===== config.mk =====
export PLATFORM = sky130hd
export DESIGN_NAME = stbl_ctrl
export DESIGN_NICKNAME = d
export VERILOG_FILES = /design/src/design/stbl_pkg.sv /design/src/design/stbl_ctrl.sv
export SDC_FILE = /design/constraint.sdc
export NUM_CORES = 1
export LEC_CHECK = 0
export BUFFER_PORTS_ARGS = -buffer_cell sky130_fd_sc_hd__buf_2
export CORE_AREA = 2 2 39 41
export DETAILED_ROUTE_END_ITERATION = 8
export DIE_AREA = 0 0 41 43
export MAX_ROUTING_LAYER = met4
export PLACE_DENSITY = 0.68
export SYNTH_ARGS = -nofsm -noshare
export SYNTH_HDL_FRONTEND = slang
export SYNTH_SLANG_ARGS = --single-unit

===== constraint.sdc =====
create_clock -name clk -period 2.1 [get_ports clk]
set_clock_uncertainty 0.15 [all_clocks]
set_input_delay 0.105 -clock clk [delete_from_list [all_inputs] [get_ports clk]]
set_output_delay 0.105 -clock clk [all_outputs]
set_load 0.01 [all_outputs]

===== src/design/stbl_pkg.sv =====
package stbl_pkg;

    localparam int CODE_W  = 32;
    localparam int KWL_W   = 64;
    localparam int KWH_W   = 56;
    localparam int ENTRY_W = CODE_W + KWL_W + KWH_W;

    typedef enum logic [1:0] {
        ST_INSERTED  = 2'd0,
        ST_FOUND     = 2'd1,
        ST_NOT_FOUND = 2'd2,
        ST_FULL      = 2'd3
    } stbl_status_t;

    typedef enum logic {
        FUNC_INSERT = 1'b0,
        FUNC_LOOKUP = 1'b1
    } stbl_func_t;

    // controller to datapath
    typedef struct packed {
        logic         load_item;
        logic         ins_read;
        logic         ins_shift;
        logic         ins_write;
        logic         lk_read;
        logic         lk_update;
        logic         set_status;
        stbl_status_t status;
        logic         res_load;
    } stbl_cmd_t;

    // datapath to controller
    typedef struct packed {
        logic is_lookup;
        logic full;
        logic pos_zero;
        logic prev_greater;
        logic range_ok;
        logic key_eq;
        logic out_free;
    } stbl_sts_t;

endpackage


===== src/design/stbl_ctrl.sv =====
module stbl_ctrl (
    input  logic              clk,
    input  logic              rst_n,
    input  logic              in_valid,
    output logic              in_ready,
    input  stbl_pkg::stbl_sts_t sts,
    output stbl_pkg::stbl_cmd_t cmd
);
    import stbl_pkg::*;

    typedef enum logic [6:0] {
        S_IDLE    = 7'b0000001,
        S_INS_RD  = 7'b0000010,
        S_INS_CMP = 7'b0000100,
        S_INS_WR  = 7'b0001000,
        S_LK_RD   = 7'b0010000,
        S_LK_CMP  = 7'b0100000,
        S_FIN     = 7'b1000000
    } state_t;

    state_t state_reg;
    state_t state_next;

    assign in_ready = (state_reg == S_IDLE);

    // state register
    always_ff @(posedge clk or negedge rst_n)
    begin
        if (!rst_n)
        begin
            state_reg <= S_IDLE;
        end
        else
        begin
            state_reg <= state_next;
        end
    end

    // next state and commands
    always_comb
    begin
        state_next = state_reg;
        cmd        = '0;
        cmd.status = ST_INSERTED;
        unique case (state_reg)
            S_IDLE:
            begin
                if (in_valid)
                begin
                    cmd.load_item = 1'b1;
                    if (sts.is_lookup)
                    begin
                        state_next = S_LK_RD;
                    end
                    else if (sts.full)
                    begin
                        cmd.set_status = 1'b1;
                        cmd.status     = ST_FULL;
                        state_next     = S_FIN;
                    end
                    else
                    begin
                        state_next = S_INS_RD;
                    end
                end
            end
            S_INS_RD:
            begin
                if (sts.pos_zero)
                begin
                    state_next = S_INS_WR;
                end
                else
                begin
                    cmd.ins_read = 1'b1;
                    state_next   = S_INS_CMP;
                end
            end
            S_INS_CMP:
            begin
                if (sts.prev_greater)
                begin
                    cmd.ins_shift = 1'b1;
                    state_next    = S_INS_RD;
                end
                else
                begin
                    state_next = S_INS_WR;
                end
            end
            S_INS_WR:
            begin
                cmd.ins_write  = 1'b1;
                cmd.set_status = 1'b1;
                cmd.status     = ST_INSERTED;
                state_next     = S_FIN;
            end
            S_LK_RD:
            begin
                if (sts.range_ok)
                begin
                    cmd.lk_read = 1'b1;
                    state_next  = S_LK_CMP;
                end
                else
                begin
                    cmd.set_status = 1'b1;
                    cmd.status     = ST_NOT_FOUND;
                    state_next     = S_FIN;
                end
            end
            S_LK_CMP:
            begin
                if (sts.key_eq)
                begin
                    cmd.set_status = 1'b1;
                    cmd.status     = ST_FOUND;
                    state_next     = S_FIN;
                end
                else
                begin
                    cmd.lk_update = 1'b1;
                    state_next    = S_LK_RD;
                end
            end
            S_FIN:
            begin
                if (sts.out_free)
                begin
                    cmd.res_load = 1'b1;
                    state_next   = S_IDLE;
                end
            end
            default:
            begin
                state_next = S_IDLE;
            end
        endcase
    end

endmodule


Word-level counts from Yosys, hierarchy flattened
Cells that the tools add are included.
{"block": "op_classes", "n_reduce_logical": 1, "muxes": 28, "eq_ne": 9}
{"op": "7-bit one-hot mux with 7 select lines", "count": 1}
{"op": "7-bit 2-to-1 mux", "count": 6}
{"op": "3-bit 2-to-1 mux", "count": 5}
{"op": "1-bit 2-to-1 mux", "count": 13}
{"op": "3-bit one-hot mux with 4 select lines", "count": 1}
{"op": "4-bit 2-to-1 mux", "count": 2}
{"op": "7-bit by 1-bit equality test with 1-bit output (second input constant)", "count": 1}
{"op": "7-bit by 2-bit equality test with 1-bit output (second input constant)", "count": 1}
{"op": "7-bit by 3-bit equality test with 1-bit output (second input constant)", "count": 1}
{"op": "7-bit by 4-bit equality test with 1-bit output (second input constant)", "count": 1}
{"op": "7-bit by 5-bit equality test with 1-bit output (second input constant)", "count": 1}
{"op": "7-bit by 6-bit equality test with 1-bit output (second input constant)", "count": 1}
{"op": "7-bit equality test (second input constant)", "count": 1}
{"op": "2-bit != test (second input constant)", "count": 2}
{"op": "2-bit AND reduction", "count": 1}
{"block": "totals", "input_bits": 10, "wordCells": 39, "register_bits": 7, "output_inout_bits": 11}

Logic depth before layout (Yosys ltp)
{"block": "logic_depth", "ltp_word": 4, "depth_mapped": 5, "depth_no_buf": 4}

Least setup slack after synthesis
Ideal clock, no wire load.
{"block": "synth_path", "path_type": "reg-to-reg", "startpoint": "register state_reg[1]", "endpoint": "register state_reg[0]", "synth_period_minus_slack_ps": 1602, "t_required_ps": 1882, "arrival_ps": 1383, "slack_ps": 498, "path_stages_with_launch": 5, "path_buffers": 0, "setup_ps": 68, "path_cell_list": "dfrtp_1 -> or4_4 -> nor4_4 -> a31oi_1 -> nor2b_1"}
{"block": "synth_via", "elab_chain_len": 3, "word_cells_on_any_way": 11, "classes_between": "eq/ne (9); mux (1); reduce/logical (1)"}
{"element": "start, declared", "line": "stbl_ctrl.sv:21", "source": "state_t state_reg;"}
{"element": "start signal, assigned", "line": "stbl_ctrl.sv:35", "source": "state_reg <= state_next;"}
{"element": "7-bit equality test or 7-bit by 1-bit equality test with 1-bit output (tied branches)", "line": "stbl_ctrl.sv:45", "source": "unique case (state_reg)"}
{"element": "2-bit != test (no line)"}
{"element": "2-bit AND reduction (no line)"}
Several ways; a longest one is shown, not always the timed one.
A chain may end at the register's enable or synchronous reset.

==> run metrics <==
status=finished clean; final WL=1389 um; Pins Over Slew Limit=0; die height=about 43 um; vias in the first global route=556; cell breakdown of the critical path=nor3_2, nand2_1, o32a_1, nand2_1, buf_2; Vias per Instance=5.514; Worst setup EP type=primary output; unrepaired setup endpoints after global routing=no; Tightest Hold Check Type=input pin to flip-flop; Initial DRC Count=15; fmax=0.5143 GHz; Unique masters post-synth=29; sequential share of the synthesized area=~33%; IO Port Bufs=20; fin nets=102; setup slack after placement=431.6 ps; Die Wd=41 um; share of the synthesized area in the top cell type=28.37%; Clock Path Buffers=2; Residual DRC=0; WHS=roughly 32 ps; slew of the pin with the lowest slew margin=406.2 ps; Net Count, Synth=75; core footprint=around 1400 um^2; pwr/cell area=1142 nW/um^2; most frequent cells in the layout=buf_2 (20), nor2_1 (7), inv_1 (6), dfrtp_1 (6); cell repeated most along the worst path=nand2_1; Leakage=0.3536 nW; most area-hungry cell type in the Yosys netlist=dfrtp_1; slowest cell on the critical path=dfrtp_1; DP Wirelength=1028 um; die area=1763 um^2; PostCTS Resize Cnt=0; Tot Pwr=0.0008090 W; Worst Path Required=1850 ps; layout cells sized above 1=roughly a third; crit share post-route=92.59%; # placed instances=99; top post-synthesis cells by area=dfrtp_1 (28%), dfstp_2 (5.0%), nor2_1 (5.0%); Total Routing Usage GR=20.00%; Syn Area/Cell=8.142 um^2; slowest cell delay on critical path=500 ps; Warnings, synthesis=0; TritonCTS clock tree=yes; WL per Instance=12.98 um; initial core utilization=38.25%; Final Hold Viols=0; row cnt=14; max reg flops=7; root buffer cell=clkbuf_4; Final Setup Violations=0; Tmin final=1944 ps; final worst setup slack=around 160 ps; ANT cells=0; io pins=21; clock latency on the worst-skew pair=270 ps; clock sink total=7; Setup TNS Final=0 ps; critical path class=flip-flop to primary output; Final ANT Viol Nets=0; largest net degree at the start of global routing=10; H-tree levels=1; CP top delay family=flip-flops; total iterations of the first detailed-routing run=4; Post-Synthesis Cells=65; worst-path maximum fanout=9; first-pass GRT wire length=2311 um; Synth Cell Area=529.3 um^2; most common cell after layout, fill and taps aside=buf_2; WP buf/inv=1; peak supply drop=0.6081 mV; Critical Path AT=1690 ps; clock transition at the registers of the reported paths=60 ps; P&R area growth vs syn=33.81%; RePlAce Congestion=0.8899; Finished Layout Cells=about 110; Num CTS Buffers=3; Slew headroom=72.67%; grt ovf=0; critical path launch point type=flip-flop; Max Cap Violations=0; vias=590; FF+latch count, synth=7; initial antenna violation count=0
==> layer usage <==
layer | vias up | track usage [%] | wire, um
met1 | 282 | 24.34 | 600
met4 | 0 | 10.00 | 27
li1 | 284 | - | -
met2 | 21 | 29.69 | 667
met5 | - | - | 0
met3 | 3 | 4.712 | 95
==> cells in the mapped netlist (all sizes together) <==
library cell,count
o2bb2ai,1
nand2b,2
inv,6
nor3,6
o32ai,1
and2,1
or4,1
nor3b,1
o22ai,1
o211ai,1
a31oi,2
nand3,4
o21ai,1
clkbuf,2
o32a,1
a21oi,1
dfstp,1
nor4,3
nand4,1
nand2,5
nor2,8
xor2,2
nand3b,2
dfrtp,6
or3,1
nor2b,4
==> path summary, 6_finish.rpt <==
kind                         startpoint  cells after the start  slack (ps)           end
max                        state_reg[2]                      5         160        cmd[3]
min                              sts[0]                      3          30  state_reg[6]
max reg2reg                state_reg[4]                      4         420  state_reg[0]
min reg2reg                state_reg[5]                      1         470  state_reg[1]
max in group asynchronous         rst_n                      2        1520  state_reg[0]
min in group asynchronous         rst_n                      2          50  state_reg[6]
==> tightest hold or removal path, cell delays in order <==
cell	delay, ps
buf_2	90
or3_1	130
nand3_1	80
==> where the power goes <==
part	leakage, nW	switching [W]	internal [W]	total [W]
registers	0.0928	0.0000717	0.000179	0.000250
clock network	0.0150	0.0000601	0.0000732	0.000133
logic	0.246	0.000240	0.000185	0.000425
==> stage by stage <==
stage | instance area, um^2 | utilization [%]
after global placement | 641.9 | 46.38
after detailed placement | 641.9 | 46.38
after floorplan | 529.3 | -
after CTS | 708.2 | 51.18
after global routing | 708.2 | 51.18
final | 708.2 | 51.18
==> repair_timing <==
action | CTS | global route
setup buffers | 0 | 0
hold buffers | 4 | 0
endpoints found under the hold margin | 10 | 0
==> cell families after synthesis <==
family	synth area share, %
simple gates	45.63
xor+xnor	3.310
flops	33.33
buf+inv	5.674
compound gates	12.06
==> area by class of cell <==
class	instances	area (um^2)
Fill cell	148	675.6
Inverter	6	22.52
Timing Repair Buffer	24	140.1
Clock buffer	4	26.28
Tap cell	16	20.02
Sequential cell	7	176.4
Multi-Input combinational cell	50	322.8
Note: power is estimated with default switching activity, not from simulation.
